**config.mk**
```make
export PLATFORM = sky130hd
export DESIGN_NAME = base64_stream_decoder_top
export DESIGN_NICKNAME = d
export VERILOG_FILES = /design/src/rtl/core/b64sd_pkg.sv /design/src/rtl/core/base64_stream_decoder_top.sv
export VERILOG_INCLUDE_DIRS = /design/src /design/src/rtl/core
export SDC_FILE = /design/constraint.sdc
export NUM_CORES = 2
export LEC_CHECK = 0
export ABC_AREA = 1
export ABC_CLOCK_PERIOD_IN_PS = 7500
export BUFFER_PORTS_ARGS = -buffer_cell sky130_fd_sc_hd__buf_2
export CAP_MARGIN = 20
export CORE_AREA = 2 2 309 311
export DETAILED_ROUTE_END_ITERATION = 8
export DIE_AREA = 0 0 311 313
export HOLD_SLACK_MARGIN = 0.15
export PLACE_DENSITY = 0.67
export SYNTH_ARGS = -nofsm -noshare
export SYNTH_HDL_FRONTEND = slang
export SYNTH_SLANG_ARGS = --single-unit
```
**constraint.sdc**
```tcl
create_clock -name i_clk -period 7.5 [get_ports i_clk]
set_clock_uncertainty 0.05 [all_clocks]
set_input_delay 0.375 -clock i_clk [delete_from_list [all_inputs] [get_ports i_clk]]
set_output_delay 0.375 -clock i_clk [all_outputs]
set_load 0.02 [all_outputs]
```
**src/rtl/core/base64_stream_decoder_top_assert.svh**
```systemverilog
// Assertion macros shared by the base64 stream decoder RTL.
`ifndef BASE64_STREAM_DECODER_TOP_ASSERT_SVH
`define BASE64_STREAM_DECODER_TOP_ASSERT_SVH

// Check a condition at every clock edge outside reset.
`define B64SD_ASSERT_ALWAYS(lbl, cond, msg) \
    lbl: assert property (@(posedge i_clk) disable iff (!i_rst_n) (cond)) else $error(msg);

// Check that a consequent holds in the same cycle as its antecedent.
`define B64SD_ASSERT_IMPLY(lbl, ante, cons, msg) \
    lbl: assert property (@(posedge i_clk) disable iff (!i_rst_n) (ante) |-> (cons)) else $error(msg);

`endif

```
**src/rtl/core/b64sd_pkg.sv**
```systemverilog
// Types, constants and symbol helpers for the base64 stream decoder.
`timescale 1ns / 1ps

package b64sd_pkg;

    localparam logic [7:0] CHAR_PAD = 8'h3D;  // '='

    localparam logic KIND_DATA   = 1'b0;
    localparam logic KIND_STATUS = 1'b1;

    localparam logic [1:0] STATUS_COMPLETE = 2'd0;
    localparam logic [1:0] STATUS_PADDED   = 2'd1;
    localparam logic [1:0] STATUS_ERROR    = 2'd2;

    localparam int MAX_RESULTS = 4;
    localparam int FIFO_DEPTH  = 16;

    typedef struct packed {
        logic       bad;
        logic [5:0] val;
    } t_sym;

    // Map one character to its 6-bit symbol value, or flag it as no symbol.
    function automatic t_sym sym_decode(input logic [7:0] c);
        t_sym s;
        s.bad = 1'b0;
        s.val = 6'd0;
        if (c inside {[8'h41:8'h5A]}) begin
            s.val = 6'(c - 8'h41);
        end else if (c inside {[8'h61:8'h7A]}) begin
            s.val = 6'(c - 8'h61 + 8'd26);
        end else if (c inside {[8'h30:8'h39]}) begin
            s.val = 6'(c - 8'h30 + 8'd52);
        end else if (c == 8'h2B) begin
            s.val = 6'h3E;
        end else if (c == 8'h2F) begin
            s.val = 6'h3F;
        end else begin
            s.bad = 1'b1;
        end
        return s;
    endfunction

    // Newline, carriage return, space or tab.
    function automatic logic is_space(input logic [7:0] c);
        return c inside {8'h0A, 8'h0D, 8'h20, 8'h09};
    endfunction

endpackage

```
**src/rtl/core/base64_stream_decoder_top.sv**
```systemverilog
// Base64 stream decoder: one character per transfer in, data bytes and status out.
// A character is held in the input register; its results then enter the queue in order.
// Throughput: one character per cycle in and one result per cycle out, each while its
// ready is high; o_in_ready drops while the 16-entry queue holds more than eight
// results behind a character, twelve without.
// Reset (i_rst_n low at a clock edge) empties the queue and starts a new text at index 0.
`timescale 1ns / 1ps
`include "base64_stream_decoder_top_assert.svh"

module base64_stream_decoder_top #(
    parameter int POSITION_WIDTH = 32
) (
    input  logic                      i_clk,
    input  logic                      i_rst_n,
    // character channel
    input  logic                      i_in_valid,
    output logic                      o_in_ready,
    input  logic [7:0]                i_char_in,
    input  logic                      i_last_in,
    // result channel
    output logic                      o_out_valid,
    input  logic                      i_out_ready,
    output logic                      o_kind,
    output logic [7:0]                o_data_byte,
    output logic [1:0]                o_status,
    output logic [POSITION_WIDTH-1:0] o_stop_position,
    output logic                      o_last_result
);

    import b64sd_pkg::*;

    localparam int PTR_W = $clog2(FIFO_DEPTH);
    localparam int CNT_W = $clog2(FIFO_DEPTH + 1);
    localparam int RES_W = $clog2(MAX_RESULTS + 1);
    localparam int SUM_W = CNT_W + 1;
    localparam logic [POSITION_WIDTH-1:0] POS_MAX = '1;

    typedef enum logic [1:0] {
        MODE_DECODE,
        MODE_PADDED,
        MODE_ERROR
    } t_mode;

    // ------------------------------------------------------------------
    // Input register: hold the character taken on the last transfer.
    // ------------------------------------------------------------------
    logic       r_in_valid;
    logic [7:0] r_char;
    logic       r_last;
    logic       w_in_xfer;

    assign w_in_xfer = i_in_valid && o_in_ready;

    always_ff @(posedge i_clk) begin
        if (!i_rst_n) begin
            r_in_valid <= 1'b0;
        end else begin
            r_in_valid <= w_in_xfer;
        end
        if (w_in_xfer) begin
            r_char <= i_char_in;
            r_last <= i_last_in;
        end
    end

    // ------------------------------------------------------------------
    // Decoder state. The gathered characters need no reset: only entries
    // written in the current group are ever judged.
    // ------------------------------------------------------------------
    logic [7:0]                r_group_chars [3];
    logic [1:0]                r_group_fill;
    logic [POSITION_WIDTH-1:0] r_char_index;
    logic [POSITION_WIDTH-1:0] r_group_start;
    t_mode                     r_decode_mode;
    logic [POSITION_WIDTH-1:0] r_end_position;
    logic                      r_end_found;

    logic [7:0]                n_group_chars [3];
    logic [1:0]                n_group_fill;
    logic [POSITION_WIDTH-1:0] n_char_index;
    logic [POSITION_WIDTH-1:0] n_group_start;
    t_mode                     n_decode_mode;
    logic [POSITION_WIDTH-1:0] n_end_position;
    logic                      n_end_found;

    // Results of the character in the input register, in delivery order.
    logic                      w_res_kind   [MAX_RESULTS];
    logic [7:0]                w_res_data   [MAX_RESULTS];
    logic [1:0]                w_res_status [MAX_RESULTS];
    logic [POSITION_WIDTH-1:0] w_res_pos    [MAX_RESULTS];
    logic [RES_W-1:0]          w_res_count;

    // Judge the gathered group against the character that completes it.
    t_sym w_s0, w_s1, w_s2, w_s3;
    logic [7:0] w_b0, w_b1, w_b2;

    assign w_s0 = sym_decode(r_group_chars[0]);
    assign w_s1 = sym_decode(r_group_chars[1]);
    assign w_s2 = sym_decode(r_group_chars[2]);
    assign w_s3 = sym_decode(r_char);
    assign w_b0 = {w_s0.val, w_s1.val[5:4]};
    assign w_b1 = {w_s1.val[3:0], w_s2.val[5:2]};
    assign w_b2 = {w_s2.val[1:0], w_s3.val};

    always_comb begin
        logic [RES_W-1:0]          data_cnt;
        logic [1:0]                st;
        logic [POSITION_WIDTH-1:0] stop;

        n_group_chars  = r_group_chars;
        n_group_fill   = r_group_fill;
        n_char_index   = r_char_index;
        n_group_start  = r_group_start;
        n_decode_mode  = r_decode_mode;
        n_end_position = r_end_position;
        n_end_found    = r_end_found;
        data_cnt       = '0;
        st             = STATUS_COMPLETE;
        stop           = '0;
        for (int k = 0; k < MAX_RESULTS; k++) begin
            w_res_kind[k]   = KIND_DATA;
            w_res_data[k]   = 8'd0;
            w_res_status[k] = STATUS_COMPLETE;
            w_res_pos[k]    = '0;
        end
        w_res_count = '0;

        if (r_in_valid) begin
            case (r_decode_mode)
                MODE_DECODE: begin
                    if (r_group_fill == 2'd0 && is_space(r_char)) begin
                        // skip whitespace between groups
                    end else if (r_group_fill != 2'd3) begin
                        if (r_group_fill == 2'd0) begin
                            n_group_start = r_char_index;
                        end
                        n_group_chars[r_group_fill] = r_char;
                        n_group_fill = r_group_fill + 2'd1;
                    end else begin
                        n_group_fill = 2'd0;
                        if (w_s0.bad || w_s1.bad) begin
                            n_decode_mode = MODE_ERROR;
                        end else if (w_s2.bad) begin
                            if (r_group_chars[2] == CHAR_PAD && r_char == CHAR_PAD) begin
                                w_res_data[0] = w_b0;
                                data_cnt      = RES_W'(1);
                                n_decode_mode = MODE_PADDED;
                            end else begin
                                n_decode_mode = MODE_ERROR;
                            end
                        end else if (w_s3.bad) begin
                            if (r_char == CHAR_PAD) begin
                                w_res_data[0] = w_b0;
                                w_res_data[1] = w_b1;
                                data_cnt      = RES_W'(2);
                                n_decode_mode = MODE_PADDED;
                            end else begin
                                n_decode_mode = MODE_ERROR;
                            end
                        end else begin
                            w_res_data[0] = w_b0;
                            w_res_data[1] = w_b1;
                            w_res_data[2] = w_b2;
                            data_cnt      = RES_W'(3);
                        end
                        if (n_decode_mode == MODE_ERROR) begin
                            n_end_position = r_group_start;
                        end
                        if (n_decode_mode == MODE_PADDED) begin
                            n_end_found = 1'b0;
                        end
                    end
                end
                MODE_PADDED: begin
                    // note where the first non-whitespace after padding sits
                    if (!r_end_found && !is_space(r_char)) begin
                        n_end_position = r_char_index;
                        n_end_found    = 1'b1;
                    end
                end
                default: begin
                    // error: ignore everything up to the last character
                end
            endcase

            n_char_index = (r_char_index != POS_MAX) ?
                           r_char_index + POSITION_WIDTH'(1) : POS_MAX;
            w_res_count  = data_cnt;

            if (r_last) begin
                case (n_decode_mode)
                    MODE_ERROR: begin
                        st   = STATUS_ERROR;
                        stop = n_end_position;
                    end
                    MODE_PADDED: begin
                        st   = STATUS_PADDED;
                        stop = n_end_found ? n_end_position : n_char_index;
                    end
                    default: begin
                        st   = STATUS_COMPLETE;
                        stop = (n_group_fill != 2'd0) ? n_group_start : n_char_index;
                    end
                endcase
                w_res_kind[data_cnt[1:0]]   = KIND_STATUS;
                w_res_data[data_cnt[1:0]]   = 8'd0;
                w_res_status[data_cnt[1:0]] = st;
                w_res_pos[data_cnt[1:0]]    = stop;
                w_res_count = data_cnt + RES_W'(1);

                // start a new text
                n_group_fill   = 2'd0;
                n_char_index   = '0;
                n_group_start  = '0;
                n_decode_mode  = MODE_DECODE;
                n_end_position = '0;
                n_end_found    = 1'b0;
            end
        end
    end

    always_ff @(posedge i_clk) begin
        if (!i_rst_n) begin
            r_group_fill   <= 2'd0;
            r_char_index   <= '0;
            r_group_start  <= '0;
            r_decode_mode  <= MODE_DECODE;
            r_end_position <= '0;
            r_end_found    <= 1'b0;
        end else begin
            r_group_fill   <= n_group_fill;
            r_char_index   <= n_char_index;
            r_group_start  <= n_group_start;
            r_decode_mode  <= n_decode_mode;
            r_end_position <= n_end_position;
            r_end_found    <= n_end_found;
        end
        r_group_chars <= n_group_chars;
    end

    // ------------------------------------------------------------------
    // Result queue: take up to four results per cycle, hand out one while the reader is ready.
    // ------------------------------------------------------------------
    logic                      r_fifo_kind   [FIFO_DEPTH];
    logic [7:0]                r_fifo_data   [FIFO_DEPTH];
    logic [1:0]                r_fifo_status [FIFO_DEPTH];
    logic [POSITION_WIDTH-1:0] r_fifo_pos    [FIFO_DEPTH];
    logic                      r_fifo_last   [FIFO_DEPTH];
    logic [PTR_W-1:0]          r_wr_ptr;
    logic [PTR_W-1:0]          r_rd_ptr;
    logic [CNT_W-1:0]          r_count;
    logic                      w_pop;
    logic [SUM_W-1:0]          w_reserved;

    always_ff @(posedge i_clk) begin
        for (int k = 0; k < MAX_RESULTS; k++) begin
            if (RES_W'(k) < w_res_count) begin
                r_fifo_kind[r_wr_ptr + PTR_W'(k)]   <= w_res_kind[k];
                r_fifo_data[r_wr_ptr + PTR_W'(k)]   <= w_res_data[k];
                r_fifo_status[r_wr_ptr + PTR_W'(k)] <= w_res_status[k];
                r_fifo_pos[r_wr_ptr + PTR_W'(k)]    <= w_res_pos[k];
                r_fifo_last[r_wr_ptr + PTR_W'(k)]   <= (RES_W'(k) == w_res_count - RES_W'(1));
            end
        end
    end

    assign w_pop = o_out_valid && i_out_ready;

    always_ff @(posedge i_clk) begin
        if (!i_rst_n) begin
            r_wr_ptr <= '0;
            r_rd_ptr <= '0;
            r_count  <= '0;
        end else begin
            r_wr_ptr <= r_wr_ptr + PTR_W'(w_res_count);
            if (w_pop) begin
                r_rd_ptr <= r_rd_ptr + PTR_W'(1);
            end
            r_count <= r_count + CNT_W'(w_res_count) - CNT_W'(w_pop);
        end
    end

    // Take a character only while the queue has room for its results and for
    // those of the character still in the input register.
    assign w_reserved = SUM_W'(r_count) + (r_in_valid ? SUM_W'(MAX_RESULTS) : '0);
    assign o_in_ready = (w_reserved <= SUM_W'(FIFO_DEPTH - MAX_RESULTS));

    assign o_out_valid     = (r_count != '0);
    assign o_kind          = r_fifo_kind[r_rd_ptr];
    assign o_data_byte     = r_fifo_data[r_rd_ptr];
    assign o_status        = r_fifo_status[r_rd_ptr];
    assign o_stop_position = r_fifo_pos[r_rd_ptr];
    assign o_last_result   = r_fifo_last[r_rd_ptr];

    // ------------------------------------------------------------------
    // Assertions
    // ------------------------------------------------------------------
    `B64SD_ASSERT_ALWAYS(a_queue_bound, r_count <= CNT_W'(FIFO_DEPTH), "result queue overflow")
    `B64SD_ASSERT_IMPLY(a_ended_empty, r_decode_mode != MODE_DECODE, r_group_fill == '0, "open group")
    `B64SD_ASSERT_IMPLY(a_found_padded, r_end_found, r_decode_mode == MODE_PADDED, "stray end mark")
    `B64SD_ASSERT_IMPLY(a_status_last, o_out_valid && o_kind, o_last_result, "status not last")

endmodule
```
**After elaboration in Yosys (flattened, before gate mapping)**

Memory sizes are Yosys's and may differ from the RTL's. A register that Yosys moved wholly into a read port is not among the register bits.
Cells that the tools add are included.

- Register bits: 148
- Bits in writable memories: 704
- Bits of input ports: 13
- Output and inout port bits: 46
- Word-level logic and storage cells: 292
- Memories: 5

Memory list:

| memory | words | bits a word | rd ports | clocked after Yosys merged registers in | write ports | RTL line | RTL |
|---|---|---|---|---|---|---|---|
| r_fifo_pos | 16 | 32 | 1 | 1 | 4 | base64_stream_decoder_top.sv:247 | `logic [POSITION_WIDTH-1:0] r_fifo_pos [FIFO_DEPTH];` |
| r_fifo_data | 16 | 8 | 1 | 1 | 4 | base64_stream_decoder_top.sv:245 | `logic [7:0] r_fifo_data [FIFO_DEPTH];` |
| r_fifo_status | 16 | 2 | 1 | 1 | 4 | base64_stream_decoder_top.sv:246 | `logic [1:0] r_fifo_status [FIFO_DEPTH];` |
| r_fifo_kind | 16 | 1 | 1 | 1 | 4 | base64_stream_decoder_top.sv:244 | `logic r_fifo_kind [FIFO_DEPTH];` |
| r_fifo_last | 16 | 1 | 1 | 1 | 4 | base64_stream_decoder_top.sv:248 | `logic r_fifo_last [FIFO_DEPTH];` |

- $add $sub $neg: 32
- Order comparisons: 33
- Equality and inequality tests: 24
- Muxes and demuxes: 147
- Bitwise logic cells: 7
- Reductions and logical operators: 29

Operators by type and width:

| kind | count |
|---|---|
| $mux 32 | 19 |
| $mux 128 | 2 |
| $and 128x128->128 | 1 |
| $pmux 32 s2 | 2 |
| $mux 24 | 5 |
| $mux 6 | 20 |
| $eq 8x6->1 const B | 11 |
| $demux 32 s2 | 1 |
| $ge 8x7->1 const B | 8 |
| $le 8x7->1 const B | 8 |
| $mux 8 | 7 |
| $mux 16 | 3 |
| $mux 2 | 24 |
| $mux 4 | 12 |
| $sub 6x6->6 const B | 8 |
| $mux 1 | 36 |
| $add 32x1->32 const B | 1 |
| $and 32x32->32 | 1 |
| $demux 8 s2 | 2 |
| $ge 8x6->1 const B | 4 |
| $le 8x6->1 const B | 4 |
| $ne 32x32->1 const B | 1 |
| $not 32->32 | 1 |
| $mux 3 | 9 |
| 40 further kinds | 82 |

**Depth between registers and ports, before layout**

- Word-level depth: 26
- Mapped depth: 28
- Gate-level depth less buffers: 26

**Least setup slack after synthesis**

OpenSTA, ideal clock, no wires.

- Kind: flip-flop to flip-flop
- From: reg r_group_chars[2] (netlist name)
- To: mem r_fifo_kind[5], enable pin
- Arrival: 4.065 ns
- Path slack: 2.991 ns
- Cell stages (with the launch flop): 23
- Buffers on the path: 2
- Clock period less this slack: 4.509 ns
- Cells stage by stage: edfxtp_1 -> clkbuf_2 -> inv_1 -> ha_1 -> inv_1 -> o21ai_1 -> nand2_1 -> nand2_2 -> nand2_2 -> nor2_2 -> nand2_1 -> a21oi_1 -> nand2_1 -> ha_1 -> or2_2 -> nand3_4 -> inv_1 -> nand2_1 -> buf_2 -> nand3_1 -> inv_1 -> nor2_2 -> nand2_1

RTL lines:

| element | RTL line | RTL |
|---|---|---|
| start: declaration | base64_stream_decoder_top.sv:70 | `logic [7:0] r_group_chars [3];` |
| start signal: assignment | base64_stream_decoder_top.sv:238 | `r_group_chars <= n_group_chars;` |
| end: declaration | base64_stream_decoder_top.sv:244 |  |

==> run metrics <==
largest family of logic cells by synthesized area simple AND/OR/NAND/NOR gates; number of synthesis warnings 0; TritonRoute pass-1 iters 6; crit path capture type flip-flop; HPWL after DPL 92.3 mm; Die X 311 µm; routed len/inst 20.9 µm; Mapped Area 47,700 µm²; vias in the first global route 37,829; first-pass GRT wire length 224 mm; CTS clk-pin slew, worst paths 60 ps; worst slew pin tran 1240 ps; GRT Total Usage 29.4%; unrepaired setup endpoints after global routing false; Int Power 8.56 mW; DRC Markers 0; Compound-Gate Fraction of Synth Area 14.8%; PD cells 244 nW/µm²; die height 313 µm; Tcrit/Tclk final 83.0%; Psw 4.02 mW; Slew headroom 17.0%; Peak VDD IR 0.224 mV; # IOs 59; Setup Viol. Count Final 0; Mapped Nets 5,934; Port Buf Inserts 58; CTS H-tree lvls 3; DRT iter0 DRCs 5,165; ANT nets after route 0; row cnt 113; count of final max-slew check failures 0; pin count of the biggest net entering global routing 186; initial antenna violation count 2; max frequency 0.161 GHz; Fillers 8,683; Gate Count Post-Synth 5,854; final hold vios 0; PostCTS Resize Cnt 0; vias per cell 5.84; total die area 97,300 µm²; worst skew pair latency 690 ps; WHS 374 ps; CTS Buffer Depth 3; Core ar. 94,200 µm²; Post-Route WL 147 mm; critical path type flip-flop to flip-flop; CTS tree done; Tot Pwr 12.6 mW; multiplexer share of the synthesized area 3.61%; P_leak 19.1 nW; max cap viols 0; distinct cell type count after synthesis 53; Hold Buf Count CTS 12; startpoint types flip-flop; Critical Path AT 6320 ps; critical path fanouts, max 36; Sw Share 31.9%; CTS sink count 856; Comb power frac 21.0%; Initial Utilization 50.6%; setup_tns 0 ps; gp weighted congestion 0.975; status complete, no violations; synthesized flop and latch total 856; post-synthesis simple-gate area fraction 22.4%; Hold Path Class primary input to flip-flop; minimum clock period 6220 ps; clock share of power 37.3%; Synth Area in XOR/XNOR 0.753%; postcts setup bufs 0; total global routing overflow 0; CTS Root Cell clkbuf_16; Seq/Total Area, Yosys 48.7%; sequential power share 41.6%; TritonCTS buffer count 93; via count 41,092; area grow syn2layout 8.34%; Post-Synth Adder-Cell Area 1.79%; fin nets 5,771; CP Data Required Time 7600 ps; syn avg cell area 8.14 µm²; share of layout cells above drive strength 1 7.66%
==> power by group through the flow <==
stage	logic [mW]	clock network, mW	registers (mW)
CTS	2.60	4.74	5.24
global placement	2.57	0	5.34
finish	2.65	4.69	5.24
detailed placement	2.58	0	5.34
global route	2.84	4.92	5.25
floorplan	1.83	0	5.23
==> synthesized netlist by cell type, drive strengths merged <==
| library cell | instances | area share (%) |
|---|---|---|
| o21ai | 581 | 6.2 |
| xor2 | 36 | 0.66 |
| nand3 | 378 | 4.1 |
| xnor2 | 5 | 0.092 |
| o22ai | 5 | 0.066 |
| o311ai | 2 | 0.037 |
| nor4 | 6 | 0.079 |
| ha | 65 | 1.7 |
| a22oi | 1 | 0.016 |
| nor2 | 866 | 7.1 |
| mux2i | 172 | 3.6 |
| o21bai | 8 | 0.13 |
| o211ai | 234 | 3.7 |
| inv | 516 | 4.1 |
| or3 | 1 | 0.013 |
| a21oi | 395 | 4.2 |
| dfxtp | 247 | 10 |
| a31oi | 7 | 0.092 |
| a2111oi | 2 | 0.037 |
| nand4 | 58 | 0.77 |
| nor3 | 17 | 0.21 |
| edfxtp | 609 | 38 |
| nand3b | 7 | 0.11 |
| o31ai | 5 | 0.079 |
| clkbuf | 240 | 1.9 |
| clkinv | 14 | 0.11 |
| or2 | 23 | 0.30 |
| nand2 | 1186 | 9.6 |
| o21a | 1 | 0.016 |
| buf | 149 | 1.9 |
| fa | 2 | 0.084 |
| a211oi | 1 | 0.016 |
| o2111ai | 15 | 0.28 |
==> cell usage in the layout (no fill, tap or decap), types with 8 or more instances in the layout <==
cell | netlist | final
nand3_1 | 366 | 366
mux2i_1 | 172 | 172
clkinv_2 | 0 | 19
clkbuf_16 | 0 | 95
nand2_4 | 9 | 9
a21oi_1 | 391 | 390
or2_2 | 22 | 22
nand2_2 | 29 | 39
buf_2 | 81 | 58
dlygate4sd3_1 | 0 | 12
o211ai_1 | 234 | 234
o21ai_2 | 8 | 9
xor2_1 | 36 | 36
clkbuf_1 | 239 | 26
o2111ai_1 | 15 | 15
inv_2 | 30 | 39
inv_1 | 486 | 477
nor2_4 | 13 | 15
dfxtp_1 | 247 | 243
nor3_1 | 15 | 15
nand3_2 | 10 | 10
nand2_1 | 1148 | 1138
o21bai_1 | 8 | 8
ha_1 | 65 | 65
nand4_1 | 57 | 57
clkinv_1 | 14 | 25
o21ai_1 | 13 | 13
buf_4 | 38 | 49
nor2_1 | 835 | 822
o21ai_0 | 560 | 559
nor2_2 | 18 | 29
bufinv_16 | 0 | 10
edfxtp_1 | 609 | 609
==> final timing paths <==
kind,startpoint,to,slack (ps),cells past startpoint
setup / recovery,r_char[2],r_fifo_pos[1][18],1280,20
hold / removal,i_char_in[3],r_char[3],370,2
setup reg to reg,r_char[2],r_fifo_pos[1][18],1280,20
hold reg to reg,r_fifo_data[8][5],r_fifo_data[8][5],390,2
==> kinds of logic (layout without fill, tap and decap cells) <==
| family | count (synthesis) | in the layout |
|---|---|---|
| and+or+nand+nor | 2542 | 2542 |
| AOI/OAI and AO/OA | 1257 | 1257 |
| buffers and inverters | 919 | 834 |
| DFF | 856 | 856 |
| muxes | 172 | 172 |
| adders and majority gates | 67 | 67 |
| xor gates and xnor gates | 41 | 41 |
| other | 0 | 1 |
==> per-stage QoR <==
| step | worst slack (ps) | cells | instance area, µm² | util, % |
|---|---|---|---|---|
| 5_1_grt | 727 | 7034 | 51600 | 54.8 |
| 4_1_cts | 1340 | 7027 | 51500 | 54.7 |
| 3_3_place_gp | 1520 | 6838 | 48200 | 51.2 |
| 6_report | 1280 | 7035 | 51600 | 54.8 |
| 2_1_floorplan | 2990 | 5854 | 47700 | - |
| 3_5_place_dp | 1330 | 6842 | 48300 | 51.3 |
==> critical path, cell delays in order (launching register included) <==
cell and delay [ps]:
edfxtp_1 550, inv_1 260, ha_1 250, nand2_1 100, nand3_1 100, nand2_1 60, nand2_1 150, nand2_1 130
nand2_2 110, inv_2 220, nand3_1 200, nor2_2 70, nand2_1 100, inv_1 80, ha_1 170, nand2_1 400
nand3_4 430, nand2_1 600, inv_1 130, a31oi_1 650, nand2_2 830
==> registers in the layout, indices dropped and copies added, names as in the netlist, 5 cells and up, named ones only <==
name / flops
r_group_chars: 24
r_fifo_last: 16
r_char: 8
r_fifo_status: 32
r_end_position: 32
r_char_index: 32
r_count: 5
r_fifo_data: 128
r_group_start: 32
r_fifo_pos: 512
r_fifo_kind: 16
==> per-layer routing <==
metal,GRT usage [%],share of wire (%),up-vias
met5,0,0,-
met2,44.9,44,2002
met4,9.10,2.6,0
li1,-,-,19399
met3,6.24,10,288
met1,42.0,43,19403
==> cell type report <==
class,count,area (µm²),area share (%)
sequential,856,23200,45.0
multi-input combinational,4079,20700,40.1
clock buffer,124,2520,4.87
inverter,530,2000,3.86
tap,1265,1580,3.06
timing repair buffer,131,987,1.91
clock inverter,49,591,1.14
antenna,1,2.50,0.00485
Note: power is estimated with default switching activity, not from simulation.
